===== src/hdl/sol_pkg.sv =====
package sol_pkg;

    localparam int SESSION_DEPTH = 1024;
    localparam int NAME_CHARS = 8;

    localparam int IDX_W = (SESSION_DEPTH > 1) ? $clog2(SESSION_DEPTH) : 1;
    localparam int CNT_W = $clog2(SESSION_DEPTH + 1);

    localparam int QUEUE_DEPTH = 2;
    localparam int QPTR_W = $clog2(QUEUE_DEPTH);
    localparam int QCNT_W = $clog2(QUEUE_DEPTH + 1);

    localparam int IN_DATA_W = 224;
    localparam int IN_USER_W = 2;
    localparam int OUT_DATA_W = 72;

    localparam logic [63:0] NAME_MASK = (NAME_CHARS >= 8) ? {64{1'b1}} :
        ((64'd1 << (8 * NAME_CHARS)) - 64'd1);

    localparam logic [1:0] REQ_LOAD = 2'd0;
    localparam logic [1:0] REQ_QUERY = 2'd1;
    localparam logic [1:0] REQ_CLEAR = 2'd2;

    localparam logic [2:0] STAT_DONE = 3'd0;
    localparam logic [2:0] STAT_FULL = 3'd1;
    localparam logic [2:0] STAT_EXACT = 3'd2;
    localparam logic [2:0] STAT_GUESS = 3'd3;
    localparam logic [2:0] STAT_NONE = 3'd4;

    typedef struct packed {
        logic [31:0] uid;
        logic [63:0] name;
        logic [31:0] tty;
        logic [31:0] start;
        logic [31:0] fin;
    } sess_entry_t;

    typedef struct packed {
        logic [1:0]  req;
        sess_entry_t entry;
    } cmd_t;

endpackage


===== src/hdl/sol_front.sv =====
module sol_front (
    input  logic                          s_tvalid,
    output logic                          s_tready,
    input  logic [sol_pkg::IN_DATA_W-1:0] s_tdata,
    input  logic [sol_pkg::IN_USER_W-1:0] s_tuser,
    output logic                          push_valid,
    input  logic                          push_ready,
    output sol_pkg::cmd_t                 push_data
);
    import sol_pkg::*;

    logic [31:0] when;
    logic [33:0] sum;

    assign when = s_tdata[159:128];
    assign sum  = {2'b00, when} + {2'b00, s_tdata[191:160]} + {2'b00, s_tdata[223:192]};

    assign s_tready   = push_ready;
    assign push_valid = s_tvalid;

    always_comb
    begin
        push_data.req         = s_tuser;
        push_data.entry.uid   = s_tdata[31:0];
        push_data.entry.name  = s_tdata[95:32] & NAME_MASK;
        push_data.entry.tty   = s_tdata[127:96];
        push_data.entry.start = when;
        push_data.entry.fin   = (sum[33:32] != 2'b00) ? {32{1'b1}} : sum[31:0];
    end

endmodule


===== config.mk =====
export PLATFORM = sky130hd
export DESIGN_NAME = sol_front
export DESIGN_NICKNAME = d
export VERILOG_FILES = /design/src/hdl/sol_pkg.sv /design/src/hdl/sol_front.sv
export SDC_FILE = /design/constraint.sdc
export NUM_CORES = 1
export LEC_CHECK = 0
export BUFFER_PORTS_ARGS = -buffer_cell sky130_fd_sc_hd__buf_2
export CAP_MARGIN = 25
export CORE_AREA = 4 4 163 165
export DETAILED_ROUTE_END_ITERATION = 7
export DIE_AREA = 0 0 167 169
export PLACE_DENSITY = 0.5
export SLEW_MARGIN = 20
export SYNTH_ARGS = -nofsm -noshare
export SYNTH_HDL_FRONTEND = slang
export SYNTH_SLANG_ARGS = --single-unit

===== constraint.sdc =====
create_clock -name vclk -period 3.63
set_input_delay 0.363 -clock vclk [all_inputs]
set_output_delay 0.363 -clock vclk [all_outputs]
set_load 0.01 [all_outputs]

==> impl_metrics.ini, run 1 <==
[route]
antenna_left = 0
wl_mm = 13.5
via_per_inst = 3.74
wl_per_cell_um = 15.9
drt_iter0_drc = 79
drtPass1Iterations = 4
route.detailed.drc = 0
vias = 3171

[timing]
fin_crit_sh_pct = 97.7
worst_slew_pin_slew_ps = 459
fin_hold_ws_ps = 726
relSlewSlack_pct = 69.2
drv_slew = 0
hold_violations = 0
setup_viol = 0
rsz0062_at_grt = yes
fin_crit_ps = 3550
fmax_ghz = 0.282

[cells_and_area]
final_area_sq_um = 4340
area_growth_pct = 11.5
final_nets = 811
seq_cells = 0
drive_gt1_share_pct = 48.7
layout.cells.non_filler = 847
n_antenna_cell = 0
seqCellArea_sq_um = 0
fillCellCount = 2830
nClkBuffers = 0

[yosys]
yosys_warnings = 0
seq_area_frac_synth_pct = 0
synth.distinct_cells = 53
syn_nets = 776
syn-instance-count = 484
netlist_area_sq_um = 3900
syn_avg_cell_area_sq_um = 8.05

[pwr]
leakagePower_nw = 2.02
p_seq_share_pct = 0
p_clk_share_pct = 0
peakVddDrop_v = 0.000138
total_switching_power_mw = 0.845
p_int_mw = 0.721
powerDensity_nw_per_um2 = 360
p_sw_share_pct = 54.0
pwr-share-comb_pct = 100.0

[placement]
port_buffers = 160
gp_congestion = 0.750
dp_cells = 843
place_area_sq_um = 4150
dp_hpwl_mm = 12.3

[setup_path]
cp_max_fo = 3
worst-setup-path-type = in2out
end_kind = output port
critPathRequiredTime_ps = 3270
arrival_ps = 3180
start_kind = input port

[clock_network]
hold_buffers = 0

[grt]
grt_pass1_wl_mm = 19.9
gr-total-overflow = 0
grt_max_degree = 20
antenna_found_initial = 0
grt_pass1_vias = 3473
grt_use_total_pct = 8.98

[status]
outcome = complete, no violations

[floorplanning]
dieArea_sq_um = 28200
io_pins = 424
start_util_pct = 15.6
rows = 58
core_area_sq_um = 25000
die_y_um = 169
die_width_um = 167

[hold_path]
worstHoldStart = s_tdata[39]
min_to = push_data[103]
hp-class = in2out
whs_path_depth = 0

[flow_run]
maxCapViolCount = 0
## synthesized netlist by cell type (5+ instances only)
cell	instances	share of area [%]
fa_1	33	17
nand2_1	46	4.4
xnor2_1	15	3.4
a21oi_1	29	3.7
buf_4	166	32
nor2_1	15	1.4
ha_1	31	10
xor2_1	12	2.7
nand3_1	5	0.64
o21ai_0	9	1.2
nand4_1	7	1.1
a21o_1	13	2.5
inv_1	27	2.6
## per-stage QoR
step	TNS, ps	power, mW	utilization (%)	setup WS [ps]
after detailed placement	-2090	1.50	16.6	-141
after global routing	-2510	1.76	17.3	-132
after global placement	-1010	1.51	16.6	-127
after floorplan	0	1.05	-	281
after CTS	-1.27	1.53	16.7	-1.27
final	0	1.57	17.3	84.6
## kinds of logic after synthesis
family / share of synthesized area, %
adders and majority gates: 26.9
xor gates and xnor gates: 6.07
buffers and inverters: 35.9
muxes: 0.578
and+or+nand+nor: 11.9
AOI/OAI and AO/OA: 18.6
## critical path, stage by stage
cell	delay, ps
buf_6	100
fa_1	470
ha_2	210
fa_2	410
a21oi_4	150
o22ai_2	100
o21ai_2	230
buf_6	140
o41ai_4	90
a211oi_2	290
o21ai_2	100
nor3b_2	160
o31ai_2	170
buf_2	180
## area by class of cell
type                       count  area [sq um]  share of cell area, %
multi-input combinational    285          2650                   61.0
timing repair buffer         205          1180                   27.2
tap                          330           413                   9.51
inverter                      27           101                   2.33
## layer usage
metal	share of wire (%)	global-route usage [%]
met1	35	9.30
met3	8.1	2.01
met2	50	17.0
met5	0	0
met4	6.1	4.55
## placed cells by master, fill, tap and decap left out, drive strengths merged, types with 5 or more instances in the layout
| master | instances |
|---|---|
| nand2 | 46 |
| nand3 | 5 |
| a21o | 15 |
| ha | 31 |
| xor2 | 12 |
| a211oi | 6 |
| xnor2 | 15 |
| buf | 205 |
| inv | 27 |
| fa | 33 |
| nand4 | 7 |
| o21ai | 15 |
| o211ai | 5 |
| nor2 | 15 |
| nor3 | 5 |
| a21oi | 32 |
## worst max-delay path by stage
stage                      start            end  slack [ps]  cells after the start
global route        s_tdata[129]   push_data[0]        -130                     14
finish              s_tdata[129]  push_data[27]          80                     14
CTS                 s_tdata[135]  push_data[27]          -1                     14
floorplan           s_tdata[129]  push_data[26]         280                     12
global placement    s_tdata[129]   push_data[0]        -130                     14
detailed placement  s_tdata[129]   push_data[0]        -140                     14
## power by group through the flow
stage	logic [mW]	registers (mW)	clock network, mW
final	1.57	0	0
after CTS	1.53	0	0
after global placement	1.51	0	0
after global routing	1.76	0	0
after floorplan	1.05	0	0
after detailed placement	1.50	0	0
## timing repair
action                     4_1_cts  5_1_grt
resized for setup                7       24
setup buffers                    1        3
gates cloned                     0        0
pin swaps                        6       11
setup endpoints to repair       32       32
(Power assumes the default switching activity.)
==> run 2, diff against run 1 <==
--- a/config.mk
+++ b/config.mk
@@ -7,8 +7,9 @@
 export LEC_CHECK = 0
+export ABC_AREA = 1
 export BUFFER_PORTS_ARGS = -buffer_cell sky130_fd_sc_hd__buf_2
 export CAP_MARGIN = 25
-export CORE_AREA = 4 4 163 165
+export CORE_AREA = 4 4 165 167
 export DETAILED_ROUTE_END_ITERATION = 7
-export DIE_AREA = 0 0 167 169
-export PLACE_DENSITY = 0.5
+export DIE_AREA = 0 0 169 171
+export PLACE_DENSITY = 0.51
 export SLEW_MARGIN = 20
==> constraint.sdc (replaced) <==
create_clock -name vclk -period 3.63
set_input_delay 0.1815 -clock vclk [all_inputs]
set_output_delay 0.1815 -clock vclk [all_outputs]
set_load 0.01 [all_outputs]
==> run 2 against run 1 <==
  * Synthesized cell count increased by 52%
  * Final area increased by 3.1%
  * Utilization about the same
  * Via count increased by 25%
  * Hold slack got worse by 360 ps
  * Global-route usage increased by 1.1 points
  * First-iteration DRC count increased by 52%
  * Fmax increased by 9.7%
  * Worst setup slack improved by 310 ps
  * Routed wire length increased by 14%
  * Combinational power decreased by 6%
  * Critical endpoint is now push_data[20]
==> impl_metrics.ini, run 2 <==
[status]
outcome = complete, no violations

[grt]
grt_pass1_vias = 4038
grt_max_degree = 26
grt_pass1_wl_mm = 22.8
antenna_found_initial = 0
gr-total-overflow = 0
grt_use_total_pct = 10.1

[timing]
setup_viol = 0
rsz0062_at_grt = no
fmax_ghz = 0.309
fin_hold_ws_ps = 363
drv_slew = 0
relSlewSlack_pct = 74.6
fin_crit_ps = 3230
fin_tns_setup_ps = 0
worst_slew_pin_slew_ps = 377
fin_crit_sh_pct = 89.0
hold_violations = 0

[floorplanning]
die_y_um = 171
die_width_um = 169
core_area_sq_um = 25800
dieArea_sq_um = 28900
start_util_pct = 17.5
io_pins = 424
rows = 59

[yosys]
yosys_warnings = 0
syn_avg_cell_area_sq_um = 6.14
syn-instance-count = 734
seq_area_frac_synth_pct = 0
synth_area_leaders = buf_4 (27%), nand2_1 (19%), fa_1 (15%)
synth.distinct_cells = 29
synth_top_cell_by_area = buf_4
synth_top_area_share_pct = 27.3
netlist_area_sq_um = 4510
syn_nets = 1026
yosysMostFrequentCell = nand2_1
ys_top_cells_by_count = nand2_1 (224), buf_4 (164), inv_1 (124)

[cells_and_area]
seqCellArea_sq_um = 0
final_nets = 1022
nClkBuffers = 0
layout_commonest_cell = nand2_1
seq_cells = 0
drive_gt1_share_pct = 26.2
layout_common_cells = nand2_1 (224), buf_2 (160), inv_1 (124)
multi_input_area_sq_um = 2770
fillCellCount = 3032
area_growth_pct = -0.639
n_antenna_cell = 0

[setup_path]
arrival_ps = 3050
cp_top_family = adder cells
crit_chain = buf_2, fa_1, ha_1, fa_1, nand2_1, nand3_1, nand3_1, nand2_1, nand2_1, nand2_1, a21oi_1, nand2_2, nor2_4, buf_12, nand2_1, buf_2
end_kind = output port
critPathMostFrequentCell = nand2_1
crit_cells = 16
cp_max_fo = 25
critPathRequiredTime_ps = 3450
path_buf_inv = 3
cp_slowest_cell = fa_1
slowest_delay_ps = 480
start_kind = input port
worst-setup-path-type = in2out

[route]
antenna_left = 0
route.detailed.drc = 0
wl_per_cell_um = 14.4
drtPass1Iterations = 4
drt_iter0_drc = 120
via_per_inst = 3.73
wl_mm = 15.3
vias = 3967

[hold_path]
worstHoldStart = s_tdata[15]
hp-class = in2out
whs_path_depth = 0
min_to = push_data[175]

[placement]
gp_congestion = 0.838
dp_hpwl_mm = 14.3
port_buffers = 160

[pwr]
leakagePower_nw = 2.60
p_total_mw = 1.47
peakVddDrop_v = 0.000154
powerDensity_nw_per_um2 = 329

[clock_network]
postCtsSetupRepairBufs = 0
hold_buffers = 0
cts-resized-gates = 0

[flow_run]
maxCapViolCount = 0
run 2: layer usage:
metal / global-route usage [%] / vias up / share of wire, %
met3: 1.66 / 58 / 7.6
met2: 19.9 / 176 / 51
met4: 2.52 / 0 / 3.1
li1: - / 2022 / -
met5: 0 / - / 0
met1: 11.1 / 1711 / 38
run 2: worst max path at each step:
stage / start / end / slack (ps)
floorplan: s_tdata[129] / push_data[11] / 1080
global placement: s_tdata[129] / push_data[11] / 470
detailed placement: s_tdata[129] / push_data[20] / 380
CTS: s_tdata[129] / push_data[20] / 370
global route: s_tdata[129] / push_data[13] / 150
finish: s_tdata[129] / push_data[20] / 400
run 2: cell families after synthesis:
kind of cell    synth area share [%]
simple gates                    30.0
buf+inv                         38.6
fa+ha+maj                       23.3
compound gates                  4.89
xor+xnor                        3.30
run 2: stage by stage:
step	instances	utilization (%)	setup WS (ps)	cell area, sq um
6_report	1063	17.4	398	4480
5_1_grt	1063	17.4	146	4480
4_1_cts	1063	17.4	368	4480
3_5_place_dp	1063	17.4	384	4480
3_3_place_gp	1063	17.4	473	4480
2_1_floorplan	734	-	1080	4510
run 2: layout make-up:
| cell class | instances | area share [%] |
|---|---|---|
| multi-input cells | 442 | 61.8 |
| repair buffers | 161 | 18.3 |
| inverters | 125 | 10.5 |
| well taps | 335 | 9.36 |
run 2: report_power, final:
part	total (mW)	switching [mW]	internal, mW
Sequential	0	0	0
Clock	0	0	0
Combinational	1.47	0.928	0.545
Total	1.47	0.928	0.545
