[config.mk]
export PLATFORM = sky130hd
export DESIGN_NAME = sol_cmd_queue
export DESIGN_NICKNAME = d
export VERILOG_FILES = /design/src/hdl/sol_pkg.sv /design/src/hdl/sol_cmd_queue.sv
export SDC_FILE = /design/constraint.sdc
export NUM_CORES = 1
export LEC_CHECK = 0
export BUFFER_PORTS_ARGS = -buffer_cell sky130_fd_sc_hd__buf_2
export CAP_MARGIN = 15
export CORE_MARGIN = 4
export CORE_UTILIZATION = 50
export CTS_CLUSTER_SIZE = 30
export DETAILED_ROUTE_END_ITERATION = 7
export PLACE_DENSITY_LB_ADDON = 0.2
export SYNTH_ARGS = -nofsm -noshare
export SYNTH_HDL_FRONTEND = slang
export SYNTH_SLANG_ARGS = --single-unit
[constraint.sdc]
create_clock -name clk -period 16.5 [get_ports clk]
set_input_delay 3.3 -clock clk [delete_from_list [all_inputs] [get_ports clk]]
set_output_delay 3.3 -clock clk [all_outputs]
set_load 0.01 [all_outputs]
[src/hdl/sol_pkg.sv]
package sol_pkg;

    localparam int SESSION_DEPTH = 1024;
    localparam int NAME_CHARS = 8;

    localparam int IDX_W = (SESSION_DEPTH > 1) ? $clog2(SESSION_DEPTH) : 1;
    localparam int CNT_W = $clog2(SESSION_DEPTH + 1);

    localparam int QUEUE_DEPTH = 2;
    localparam int QPTR_W = $clog2(QUEUE_DEPTH);
    localparam int QCNT_W = $clog2(QUEUE_DEPTH + 1);

    localparam int IN_DATA_W = 224;
    localparam int IN_USER_W = 2;
    localparam int OUT_DATA_W = 72;

    localparam logic [63:0] NAME_MASK = (NAME_CHARS >= 8) ? {64{1'b1}} :
        ((64'd1 << (8 * NAME_CHARS)) - 64'd1);

    localparam logic [1:0] REQ_LOAD = 2'd0;
    localparam logic [1:0] REQ_QUERY = 2'd1;
    localparam logic [1:0] REQ_CLEAR = 2'd2;

    localparam logic [2:0] STAT_DONE = 3'd0;
    localparam logic [2:0] STAT_FULL = 3'd1;
    localparam logic [2:0] STAT_EXACT = 3'd2;
    localparam logic [2:0] STAT_GUESS = 3'd3;
    localparam logic [2:0] STAT_NONE = 3'd4;

    typedef struct packed {
        logic [31:0] uid;
        logic [63:0] name;
        logic [31:0] tty;
        logic [31:0] start;
        logic [31:0] fin;
    } sess_entry_t;

    typedef struct packed {
        logic [1:0]  req;
        sess_entry_t entry;
    } cmd_t;

endpackage

[src/hdl/sol_cmd_queue.sv]
module sol_cmd_queue (
    input  logic          clk,
    input  logic          rst_n,
    input  logic          push_valid,
    output logic          push_ready,
    input  sol_pkg::cmd_t push_data,
    output logic          pop_valid,
    input  logic          pop_ready,
    output sol_pkg::cmd_t pop_data
);
    import sol_pkg::*;

    cmd_t              slot_reg [QUEUE_DEPTH];
    logic [QPTR_W-1:0] wr_ptr_reg, wr_ptr_next;
    logic [QPTR_W-1:0] rd_ptr_reg, rd_ptr_next;
    logic [QCNT_W-1:0] cnt_reg, cnt_next;
    logic              do_push, do_pop;

    assign push_ready = (cnt_reg != QCNT_W'(QUEUE_DEPTH));
    assign pop_valid  = (cnt_reg != '0);
    assign pop_data   = slot_reg[rd_ptr_reg];
    assign do_push    = push_valid && push_ready;
    assign do_pop     = pop_valid && pop_ready;

    always_comb
    begin
        wr_ptr_next = do_push ? wr_ptr_reg + QPTR_W'(1) : wr_ptr_reg;
        rd_ptr_next = do_pop ? rd_ptr_reg + QPTR_W'(1) : rd_ptr_reg;
        cnt_next    = cnt_reg;
        if (do_push && !do_pop)
        begin
            cnt_next = cnt_reg + QCNT_W'(1);
        end
        else if (do_pop && !do_push)
        begin
            cnt_next = cnt_reg - QCNT_W'(1);
        end
    end

    always_ff @(posedge clk or negedge rst_n)
    begin
        if (!rst_n)
        begin
            wr_ptr_reg <= '0;
            rd_ptr_reg <= '0;
            cnt_reg    <= '0;
        end
        else
        begin
            wr_ptr_reg <= wr_ptr_next;
            rd_ptr_reg <= rd_ptr_next;
            cnt_reg    <= cnt_next;
        end
    end

    always_ff @(posedge clk)
    begin
        if (do_push)
        begin
            slot_reg[wr_ptr_reg] <= push_data;
        end
    end

endmodule

==> results by group, run 1 <==
Outcome
  – Outcome: complete, no violations

Worst setup path
  – Worst Reg-to-Reg Cells: 5
  – Worst-path maximum fanout: 53
  – Critical Path End Type: output port
  – Most common cell type on the critical path: buf_4
  – Reg-to-reg setup timing slack: 13.56 ns
  – Worst path cell trace: buf_4 -> buf_4 -> mux2_2 -> buf_2
  – WP data arrival: 3.60 ns
  – Setup crit start kind: register
  – CP Depth: 4
  – Critical path's slowest cell: dfrtp_4
  – Reg2reg end: slot_reg[0][134]
  – Launch point of the worst reg-to-reg path: cnt_reg[0]
  – Critical Path RT: 13.20 ns
  – Kind of cell adding the most delay to the critical path: buffers and inverters
  – Crit Path Class: reg -> out
  – Crit path to: pop_data[174]
  – Crit path largest cell delay: 0.88 ns
  – Worst path bufs/invs: 3
  – Critical Path Source: rd_ptr_reg

Final layout
  – Finished Cell Area: 0.01837 mm2
  – Final Util: 63.50%
  – Fin cells: 1459
  – Final net count: 1243
  – Share of cells above drive strength 1: 60.90%
  – Synth-to-Final Area Change: 24.02%
  – Number of flip-flops in the largest register: 388

Die
  – Die ar.: 0.03245 mm2
  – Area of the core: 0.02894 mm2
  – Die width: 180.1 um
  – # rows: 62
  – Die height: 180.1 um
  – Starting Density: 51.20%
  – Num ports: 394

Timing
  – Final Hold Fails: 0
  – Actual slew at the worst max-slew pin: 1.112 ns
  – Rel. slew slack: 25.85%
  – Pins Over Slew Limit: 0
  – Final min period: 6.904 ns
  – Unrepaired setup endpoints after global routing: false
  – Fin crit share: 41.84%
  – Final setup vio count: 0
  – FMAX: 144.8 MHz
  – Clk_skew: 0.008070 ns
  – Setup TNS Final: 0 ns

CTS
  – Post-CTS Setup Inserts: 0
  – Max clock buf depth: 3
  – Skew-Pair Late Insertion Delay: 0.50 ns
  – CTS tree: yes
  – H-tree depth: 2
  – Clk slew on worst S/H paths: 0.06 ns
  – Root Buffer: clkbuf_16
  – Post_cts resized: 0
  – Hold Buf Count CTS: 0
  – Clock Sinks: 392
  – Total clock buffers created by CTS: 41

Route
  – Routed wire length per instance: 20.20 um
  – Routed wl met3: 2500 um
  – Drt drc: 0
  – Max layer used: met5
  – Via count: 7171
  – Met2 WL: 14860 um
  – Post-DRT Antenna Nets: 0
  – 1st-iter DRT viols: 394
  – Via density: 4.915
  – Iteration count of the initial detailed-routing pass: 6
  – Met1 Routed Length: 11200 um
  – WL final: 29470 um

Power and ir drop
  – Worst vdd ir: 0.0001503 V
  – Pleak: 7.296 nW
  – Power Dens Cells: 180.9 mW/mm2

GRT
  – First-pass GRT wire length: 43020 um
  – GRT Total Usage: 17.11%
  – Initial antenna violation count: 7
  – Largest net degree at the start of global routing: 80
  – GRT overflow: 0
  – Number of global-route vias before repair: 7349

Place
  – Placed inst area: 0.01712 mm2
  – Cells after DPL: 1385
  – Port bufs: 393
  – RD Place Congestion: 0.7754
  – Dpl hpwl: 20240 um

Synth
  – Synth unique cells: 15
  – Top cell type's share of synthesized area: 78.64%
  – Yosys top cell by area: edfxtp_1
  – Mapped Area: 0.01482 mm2
  – Post-Synthesis Cells: 622
  – Sequential-to-total area share from yosys stat: 79.32%
  – Avg Inst Size Synth: 23.82 um2
  – Seq cells post-synth: 392
  – Post-Syn Nets: 821
  – YS warnings: 0
  – Top area cells in the synthesized netlist: edfxtp_1 (79%), mux2_4 (15%), mux2_2 (3.3%), buf_6 (1.4%), dfrtp_1 (0.68%)

Min path
  – Hold Path Class: reg -> reg

Run
  – Max-cap violation count: 0
placed cells by master (no fill, tap or decap), types with 3 or more instances in the layout:
master	n
buf_2	393
edfxtp_1	388
mux2_4	150
mux2_2	44
clkbuf_16	41
clkbuf_1	13
buf_4	8
diode_2	6
clkinv_2	5
xnor2_1	3
clkbuf_8	3
clkinv_1	3
bufinv_16	3
dfrtp_1	3
synthesized netlist by cell type, drive strengths merged:
| library cell | instances |
|---|---|
| xnor2 | 3 |
| dfrtp | 4 |
| buf | 22 |
| ha | 1 |
| or2 | 1 |
| nand2b | 1 |
| nor2 | 2 |
| nand2 | 2 |
| edfxtp | 388 |
| xor2 | 2 |
| mux2 | 194 |
| and3 | 1 |
| inv | 1 |
stage by stage:
stage | setup slack, ns | hold WS (ns) | total power [mW]
after CTS | 9.544 | 0.4925 | 3.369
final | 9.596 | 0.4897 | 3.323
after global placement | 10.14 | 0.4815 | 2.500
after detailed placement | 10.10 | 0.4717 | 2.511
after global routing | 9.427 | 0.5100 | 3.478
after floorplan | 4.314 | 0.4559 | 2.224
routing by layer:
| metal | global-route usage [%] | up-vias |
|---|---|---|
| li1 | - | 3330 |
| met1 | 20.45 | 3484 |
| met2 | 28.94 | 290 |
| met3 | 5.955 | 63 |
| met4 | 6.382 | 4 |
| met5 | 0 | - |
worst reg2reg max path, cell delays in order (launching register included):
cell and delay (ns):
dfrtp_1 0.41, nand2b_1 0.17, nand2_1 0.14, nor2_4 0.44
buf_4 0.47, buf_4 0.84
final cells by class:
cell class / count / area [um2]
Multi-Input combinational cell: 207 / 2850
Timing Repair Buffer: 401 / 2027
Sequential cell: 392 / 11760
Tap cell: 384 / 480.5
Inverter: 1 / 3.754
Fill cell: 2020 / 10560
Clock buffer: 57 / 1116
Antenna cell: 6 / 15.01
Clock inverter: 11 / 126.4
power breakdown:
part	internal (mW)	switching [mW]	total [mW]
sequential	1.37	0.0798	1.45
clock	0.515	0.336	0.851
combinational	0.508	0.518	1.03
total	2.39	0.934	3.32
kinds of logic (layout without fill, tap and decap cells):
family	count (synthesis)	in the layout	synth area share, %
xor+xnor	5	5	0.2956
fa+ha+maj	1	1	0.08444
flops	392	392	79.32
mux	194	194	18.55
simple gates	7	7	0.2281
buf+inv	23	470	1.529
other cells	0	6	0
worst min-delay path by stage:
stage	start	end	slack, ns	depth (start not counted)
global placement	cnt_reg[1]	cnt_reg[1]	0.48	1
detailed placement	cnt_reg[1]	cnt_reg[1]	0.47	1
floorplan	cnt_reg[1]	cnt_reg[1]	0.46	1
finish	cnt_reg[1]	cnt_reg[1]	0.49	1
CTS	cnt_reg[1]	cnt_reg[1]	0.49	1
global route	cnt_reg[1]	cnt_reg[1]	0.51	1
(Power assumes the default switching activity.)
==> inputs of run 2 (changes only) <==
--- a/config.mk
+++ b/config.mk
@@ -5,10 +5,11 @@
 export SDC_FILE = /design/constraint.sdc
 export NUM_CORES = 1
 export LEC_CHECK = 0
+export ABC_AREA = 1
 export BUFFER_PORTS_ARGS = -buffer_cell sky130_fd_sc_hd__buf_2
 export CAP_MARGIN = 15
 export CORE_MARGIN = 4
-export CORE_UTILIZATION = 50
+export CORE_UTILIZATION = 47
 export CTS_CLUSTER_SIZE = 30
 export DETAILED_ROUTE_END_ITERATION = 7
 export PLACE_DENSITY_LB_ADDON = 0.2
==> constraint.sdc (replaced) <==
create_clock -name clk -period 5.55 [get_ports clk]
set_input_delay 1.11 -clock clk [delete_from_list [all_inputs] [get_ports clk]]
set_output_delay 1.11 -clock clk [all_outputs]
set_load 0.01 [all_outputs]
==> run 2 against run 1 <==
Against the previous run: critical path depth unchanged; sequential power rose to 2.9 times the previous value; clock-buffer cell count down 5; die area grew 3.2%; non-clock buffer count rose by 2; largest cell class unchanged; highest routed layer unchanged.
==> results by group, run 2 <==
CTS
  – Clock Sinks: 392 (unchanged)
  – Skew-Pair Late Insertion Delay: 0.51 ns (was 0.50 ns)
  – Max clock buf depth: 3 (unchanged)
  – Post_cts resized: 0 (unchanged)
  – Clk slew on worst S/H paths: 0.06 ns (about the same)
  – Post-CTS Setup Inserts: 0 (unchanged)
  – CTS tree: yes (unchanged)
  – Total clock buffers created by CTS: 40 (was 41)
  – Root Buffer: clkbuf_16 (unchanged)
  – H-tree depth: 2 (unchanged)
  – Hold Buf Count CTS: 0 (unchanged)

Timing
  – Final Hold Fails: 0 (unchanged)
  – Fin crit share: 64.88%
  – FMAX: 277.7 MHz
  – Unrepaired setup endpoints after global routing: false (unchanged)
  – Actual slew at the worst max-slew pin: 1.073 ns (was 1.112 ns)
  – Setup TNS Final: 0 ns (unchanged)
  – Final min period: 3.601 ns
  – Clk_skew: 0.009635 ns (was 0.008070 ns)
  – Final setup vio count: 0 (unchanged)
  – Rel. slew slack: 28.49% (was 25.85%)
  – Pins Over Slew Limit: 0 (unchanged)

Power and ir drop
  – Pleak: 7.702 nW (was 7.296 nW)
  – Worst vdd ir: 0.0003009 V (was 0.0001503 V)
  – Power Dens Cells: 543.1 mW/mm2 (was 180.9 mW/mm2)

Die
  – # rows: 63 (was 62)
  – Die width: 183.0 um (was 180.1 um)
  – Die height: 183.0 um (was 180.1 um)
  – Area of the core: 0.02995 mm2 (was 0.02894 mm2)
  – Starting Density: 48.07% (was 51.20%)
  – Num ports: 394 (unchanged)
  – Die ar.: 0.03350 mm2 (was 0.03245 mm2)

Final layout
  – Commonest non-fill, non-tap cell in the layout: nand2_1 (was buf_2)
  – Number of flip-flops in the largest register: 388 (unchanged)
  – Finished Cell Area: 0.01787 mm2 (was 0.01837 mm2)
  – Synth-to-Final Area Change: 24.15% (was 24.02%)
  – Commonest non-fill, non-tap cells in the layout: nand2_1 (592), buf_2 (393), edfxtp_1 (388), clkbuf_16 (41), clkinv_2 (10) (was buf_2 (393), edfxtp_1 (388), mux2_4 (150), mux2_2 (44), clkbuf_16 (41))
  – Final net count: 1643 (was 1243)
  – Share of cells above drive strength 1: 31.50% (was 60.90%)
  – Fill count: 2398 (was 2020)
  – Final Util: 59.67% (was 63.50%)

Worst setup path
  – Worst path bufs/invs: 2 (was 3)
  – Critical Path RT: 4.44 ns (was 13.20 ns)
  – Reg-to-reg setup timing slack: 3.16 ns (was 13.56 ns)
  – Worst Reg-to-Reg Cells: 6 (was 5)
  – Critical Path End Type: output port (unchanged)
  – Critical path's slowest cell: buf_4 (was dfrtp_4)
  – Most common cell type on the critical path: nand2_1 (was buf_4)
  – WP data arrival: 2.49 ns (was 3.60 ns)
  – Worst-path maximum fanout: 89 (was 53)
  – Kind of cell adding the most delay to the critical path: buffers and inverters (unchanged)
  – Crit Path Class: reg -> out (unchanged)
  – Worst path cell trace: buf_4 -> nand2_1 -> nand2_1 -> buf_2 (was buf_4 -> buf_4 -> mux2_2 -> buf_2)
  – Setup crit start kind: register (unchanged)
  – Launch point of the worst reg-to-reg path: cnt_reg[0] (unchanged)
  – Reg2reg end: slot_reg[0][98] (was slot_reg[0][134])
  – Crit path largest cell delay: 0.79 ns (was 0.88 ns)
  – CP Depth: 4 (unchanged)

Route
  – Post-DRT Antenna Nets: 0 (unchanged)
  – 1st-iter DRT viols: 553 (was 394)
  – Max layer used: met5 (unchanged)
  – Routed wire length per instance: 17.12 um (was 20.20 um)
  – WL final: 31960 um (was 29470 um)
  – Iteration count of the initial detailed-routing pass: 5 (was 6)
  – Routed wl met3: 3383 um (was 2500 um)
  – Drt drc: 0 (unchanged)
  – Via density: 4.820 (was 4.915)
  – Met2 WL: 15740 um (was 14860 um)
  – Via count: 8999 (was 7171)
  – Met1 Routed Length: 11800 um (was 11200 um)

Synth
  – Synth cell count leaders: nand2_1 (592), edfxtp_1 (388), buf_2 (18) (was edfxtp_1 (388), mux2_4 (150), mux2_2 (44))
  – Post-Synthesis Cells: 1042 (was 622)
  – Seq cells post-synth: 392 (unchanged)
  – Most common cell in the netlist: nand2_1 (was edfxtp_1)
  – Avg Inst Size Synth: 13.82 um2 (was 23.82 um2)
  – Async S/R FF share, synth: 1.020% (unchanged)
  – Synth unique cells: 14 (was 15)
  – Top area cells in the synthesized netlist: edfxtp_1 (81%), nand2_1 (15%), buf_6 (1.3%), dfrtp_1 (0.70%), buf_2 (0.63%) (was edfxtp_1 (79%), mux2_4 (15%), mux2_2 (3.3%), buf_6 (1.4%), dfrtp_1 (0.68%))
  – Top cell type's share of synthesized area: 80.92% (was 78.64%)
  – Number of synthesized flops with an enable pin: 388 (unchanged)
  – Sequential-to-total area share from yosys stat: 81.62% (was 79.32%)
  – Post-Syn Nets: 1241 (was 821)
  – YS warnings: 0 (unchanged)
  – Mapped Area: 0.01440 mm2 (was 0.01482 mm2)
  – Main synth FF type: edfxtp_1 (unchanged)
  – Yosys top cell by area: edfxtp_1 (unchanged)

GRT
  – Largest net degree at the start of global routing: 114 (was 80)
  – First-pass GRT wire length: 47130 um (was 43020 um)
  – GRT overflow: 0 (unchanged)
  – Initial antenna violation count: 9 (was 7)
  – GRT Total Usage: 18.03% (was 17.11%)
  – Number of global-route vias before repair: 8852 (was 7349)

Min path
  – Hold Path Class: in -> async (was reg -> reg)

Outcome
  – Outcome: complete, no violations (unchanged)

Place
  – Placed inst area: 0.01663 mm2 (was 0.01712 mm2)
  – Port bufs: 393 (unchanged)
  – RD Place Congestion: 0.8204 (was 0.7754)
  – Dpl hpwl: 21020 um (was 20240 um)

Run
  – Max-cap violation count: 0 (unchanged)
-- run 2: changes by cell type in the layout (fill, tap and decap cells not counted), sizes merged, moves of 2 or more --
cell,delta
diode,-2
inv,+7
clkinv,+7
nand2,+590
xnor2,-2
buf,+2
nand3,+2
clkbuf,-5
mux2,-194
-- run 2: kinds of logic after synthesis --
kind of cell,count (synthesis),share of synthesized area (%)
AND/OR/NAND/NOR,597,15.60
flip-flops,392,81.62
buffers and inverters,50,2.572
XOR/XNOR,2,0.1217
adder cells (fa/ha/maj),1,0.08689
-- run 2: worst max path at each step --
stage | from | to
after CTS | rd_ptr_reg | pop_data[45]
after detailed placement | rd_ptr_reg | pop_data[157]
after floorplan | push_valid | slot_reg[0][0]
after global routing | rd_ptr_reg | pop_data[89]
final | rd_ptr_reg | pop_data[89]
after global placement | rd_ptr_reg | pop_data[44]
-- run 2: stage by stage --
step	power, mW	std cells	setup slack (ns)	hold WS [ns]
2_1_floorplan	6.219	1042	-1.196	0.4625
3_3_place_gp	7.302	1792	2.471	0.4899
3_5_place_dp	7.331	1792	2.475	0.5039
4_1_cts	9.843	1863	1.913	0.3834
5_1_grt	10.29	1866	1.761	0.3927
6_report	9.707	1867	1.949	0.4040
-- run 2: worst register-to-register path, delay by kind of cell, from the launching register on --
kind | cells | cell delay [ns]
AND/OR/NAND/NOR | 3 | 0.44
flip-flops | 1 | 0.40
buffers and inverters | 3 | 1.13
-- run 2: layout make-up --
cell class                      count  area, um2  share of cell area, %
Sequential cell                   392      11760                  65.76
Multi-Input combinational cell    600       2291                  12.82
Timing Repair Buffer              403       2067                  11.56
Clock buffer                       52       1087                  6.083
Tap cell                          390      488.0                  2.730
Clock inverter                     19      145.1                 0.8120
Inverter                            7      31.28                 0.1750
Antenna cell                        4      10.01                0.05600
-- run 2: where the power goes --
group | leakage [nW] | internal, mW | switching [mW]
clock network | 0.610 | 1.47 | 1.02
registers | 3.66 | 4.05 | 0.192
logic | 3.43 | 0.934 | 2.03
total | 7.70 | 6.46 | 3.25
-- run 2: metal layers --
layer  GRT usage, %  vias to the layer above
met3          5.910                       76
li1               -                     4338
met2          30.60                      375
met1          21.91                     4200
met5              0                        -
met4          6.108                       10
==> inputs of run 3 (changes only) <==
--- a/config.mk
+++ b/config.mk
@@ -9,7 +9,7 @@
 export BUFFER_PORTS_ARGS = -buffer_cell sky130_fd_sc_hd__buf_2
 export CAP_MARGIN = 15
 export CORE_MARGIN = 4
-export CORE_UTILIZATION = 47
+export CORE_UTILIZATION = 50
 export CTS_CLUSTER_SIZE = 30
 export DETAILED_ROUTE_END_ITERATION = 7
 export PLACE_DENSITY_LB_ADDON = 0.2
==> constraint.sdc (replaced) <==
create_clock -name clk -period 3.8 [get_ports clk]
set_input_delay 0.76 -clock clk [delete_from_list [all_inputs] [get_ports clk]]
set_output_delay 0.76 -clock clk [all_outputs]
set_load 0.01 [all_outputs]
==> run 3 against run 2 <==
Against the previous run: non-clock buffer count down 1; power is 46% higher; critical path depth rose by 1; sequential share of layout area decreased by 0.056 points; sequential power rose by 44%; clock skew hardly changed; global-route usage grew 1.8 points; clock power rose by 43%; largest cell class unchanged; largest power group unchanged; highest routed layer unchanged.
==> results by group, run 3 (synthesized netlist as in run 2, its figures left out) <==
Route
  – 1st-iter DRT viols: 634 (was 553)
  – WL final: 32310 um (was 31960 um)
  – Post-DRT Antenna Nets: 0 (unchanged)
  – Iteration count of the initial detailed-routing pass: 5 (unchanged)
  – Via density: 4.857 (was 4.820)
  – Via count: 9009 (was 8999)
  – Routed wire length per instance: 17.42 um (was 17.12 um)
  – Drt drc: 0 (unchanged)

GRT
  – Number of global-route vias before repair: 9005 (was 8852)
  – Initial antenna violation count: 15 (was 9)
  – GRT Total Usage: 19.78% (was 18.03%)
  – First-pass GRT wire length: 48080 um (was 47130 um)
  – GRT overflow: 0 (unchanged)
  – Largest net degree at the start of global routing: 196 (was 114)

Timing
  – Setup TNS Final: 0 ns (unchanged)
  – Rel. slew slack: 37.69% (was 28.49%)
  – Hold WS: 0.05352 ns (was 0.4040 ns)
  – Final setup vio count: 0 (unchanged)
  – Final min period: 3.036 ns
  – Unrepaired setup endpoints after global routing: false (unchanged)
  – Pins Over Slew Limit: 0 (unchanged)
  – Fin crit share: 79.90%
  – Setup ws final: 0.7637 ns (was 1.949 ns)
  – Final Hold Fails: 0 (unchanged)
  – Actual slew at the worst max-slew pin: 0.9346 ns (was 1.073 ns)
  – Clk_skew: 0.01005 ns (was 0.009635 ns)
  – FMAX: 329.3 MHz

Die
  – # rows: 61 (was 63)
  – Starting Density: 51.26% (was 48.07%)
  – Die ar.: 0.03157 mm2 (was 0.03350 mm2)
  – Area of the core: 0.02809 mm2 (was 0.02995 mm2)
  – Die height: 177.7 um (was 183.0 um)
  – Die width: 177.7 um (was 183.0 um)
  – Num ports: 394 (unchanged)

Power and ir drop
  – Final total power: 14.18 mW (was 9.707 mW)
  – Pleak: 7.684 nW (was 7.702 nW)
  – Worst vdd ir: 0.0005710 V (was 0.0003009 V)
  – Power Dens Cells: 792.9 mW/mm2 (was 543.1 mW/mm2)

Place
  – Place WS: 1.345 ns (was 2.475 ns)
  – Dpl hpwl: 20960 um (was 21020 um)
  – RD Place Congestion: 0.7713 (was 0.8204)
  – Port bufs: 393 (unchanged)

Final layout
  – Commonest non-fill, non-tap cell in the layout: nand2_1 (unchanged)
  – Synth-to-Final Area Change: 24.26% (was 24.15%)
  – Share of cells above drive strength 1: 31.04% (was 31.50%)
  – Final net count: 1642 (was 1643)
  – Commonest non-fill, non-tap cells in the layout: nand2_1 (591), buf_2 (393), edfxtp_1 (388), clkbuf_16 (41), clkinv_1 (11) (was nand2_1 (592), buf_2 (393), edfxtp_1 (388), clkbuf_16 (41), clkinv_2 (10))
  – Final Util: 63.69% (was 59.67%)
  – Number of flip-flops in the largest register: 388 (unchanged)

CTS
  – Clk slew on worst S/H paths: 0.06 ns (about the same)
  – CTS tree: yes (unchanged)
  – Total clock buffers created by CTS: 40 (unchanged)
  – Hold Buf Count CTS: 0 (unchanged)
  – Root Buffer: clkbuf_16 (unchanged)
  – Post-CTS Setup Inserts: 0 (unchanged)
  – Post_cts resized: 0 (unchanged)
  – H-tree depth: 2 (unchanged)
  – Skew-Pair Late Insertion Delay: 0.51 ns (about the same)
  – Max clock buf depth: 3 (unchanged)
  – Clock Sinks: 392 (unchanged)

Worst setup path
  – WP data arrival: 2.28 ns (was 2.49 ns)
  – Launch point of the worst reg-to-reg path: cnt_reg[0] (unchanged)
  – Crit Path Class: reg -> out (unchanged)
  – Critical Path RT: 3.04 ns (was 4.44 ns)
  – Critical Path Source: rd_ptr_reg (unchanged)
  – Critical Path End Type: output port (unchanged)
  – Worst-path maximum fanout: 91 (was 89)
  – Setup crit start kind: register (unchanged)

Run
  – Max-cap violation count: 0 (unchanged)

Min path
  – Hold Path Class: in -> async (unchanged)

Outcome
  – Outcome: complete, no violations (unchanged)
run 3: cell types whose count changed in the layout (fill, tap and decap cells not counted), sizes merged:
cell,previous run,this run
buf,403,402
diode,4,8
clkbuf,52,49
run 3: final timing paths:
kind,end,slack [ns],cells after the start
hold / removal,cnt_reg[0],0.05,1
setup / recovery,pop_data[4],0.76,5
min in group clk,slot_reg[0][187],0.43,1
max in group asynchronous,rd_ptr_reg,3.60,1
hold reg to reg,cnt_reg[1],0.51,2
setup reg to reg,slot_reg[0][54],1.95,5
run 3: routing by layer:
metal,track usage [%],share of wire (%),vias to the layer above
met3,7.605,11,73
met2,32.94,49,352
met1,23.76,38,4233
met5,0,0.25,-
met4,6.800,2.4,18
li1,-,-,4333
run 3: where the power goes:
group | total, mW | switching [mW] | internal [mW] | leakage, nW
registers | 6.13 | 0.224 | 5.91 | 3.66
logic | 4.47 | 3.06 | 1.41 | 3.45
clock network | 3.58 | 1.48 | 2.10 | 0.581
run 3: cell type report:
cell class,count,area (um2)
fillers,2133,10200
inverters,7,31.28
diodes,8,20.02
well taps,378,473.0
repair buffers,402,2110
clock buffers,49,1056
flip-flops and latches,392,11760
multi-input cells,600,2307
clock inverters,19,137.6
run 3: per-stage QoR:
step	cell area [um2]	cells
6_report	17890	1855
5_1_grt	17880	1853
4_1_cts	17870	1847
3_3_place_gp	16680	1779
3_5_place_dp	16680	1779
2_1_floorplan	14430	1042
run 3: worst max-delay path: stages, from the launching register on:
cell and delay [ns]:
dfrtp_4 0.51, inv_6 0.36, buf_12 0.38, nand2_1 0.12
nand2_1 0.09, buf_2 0.15
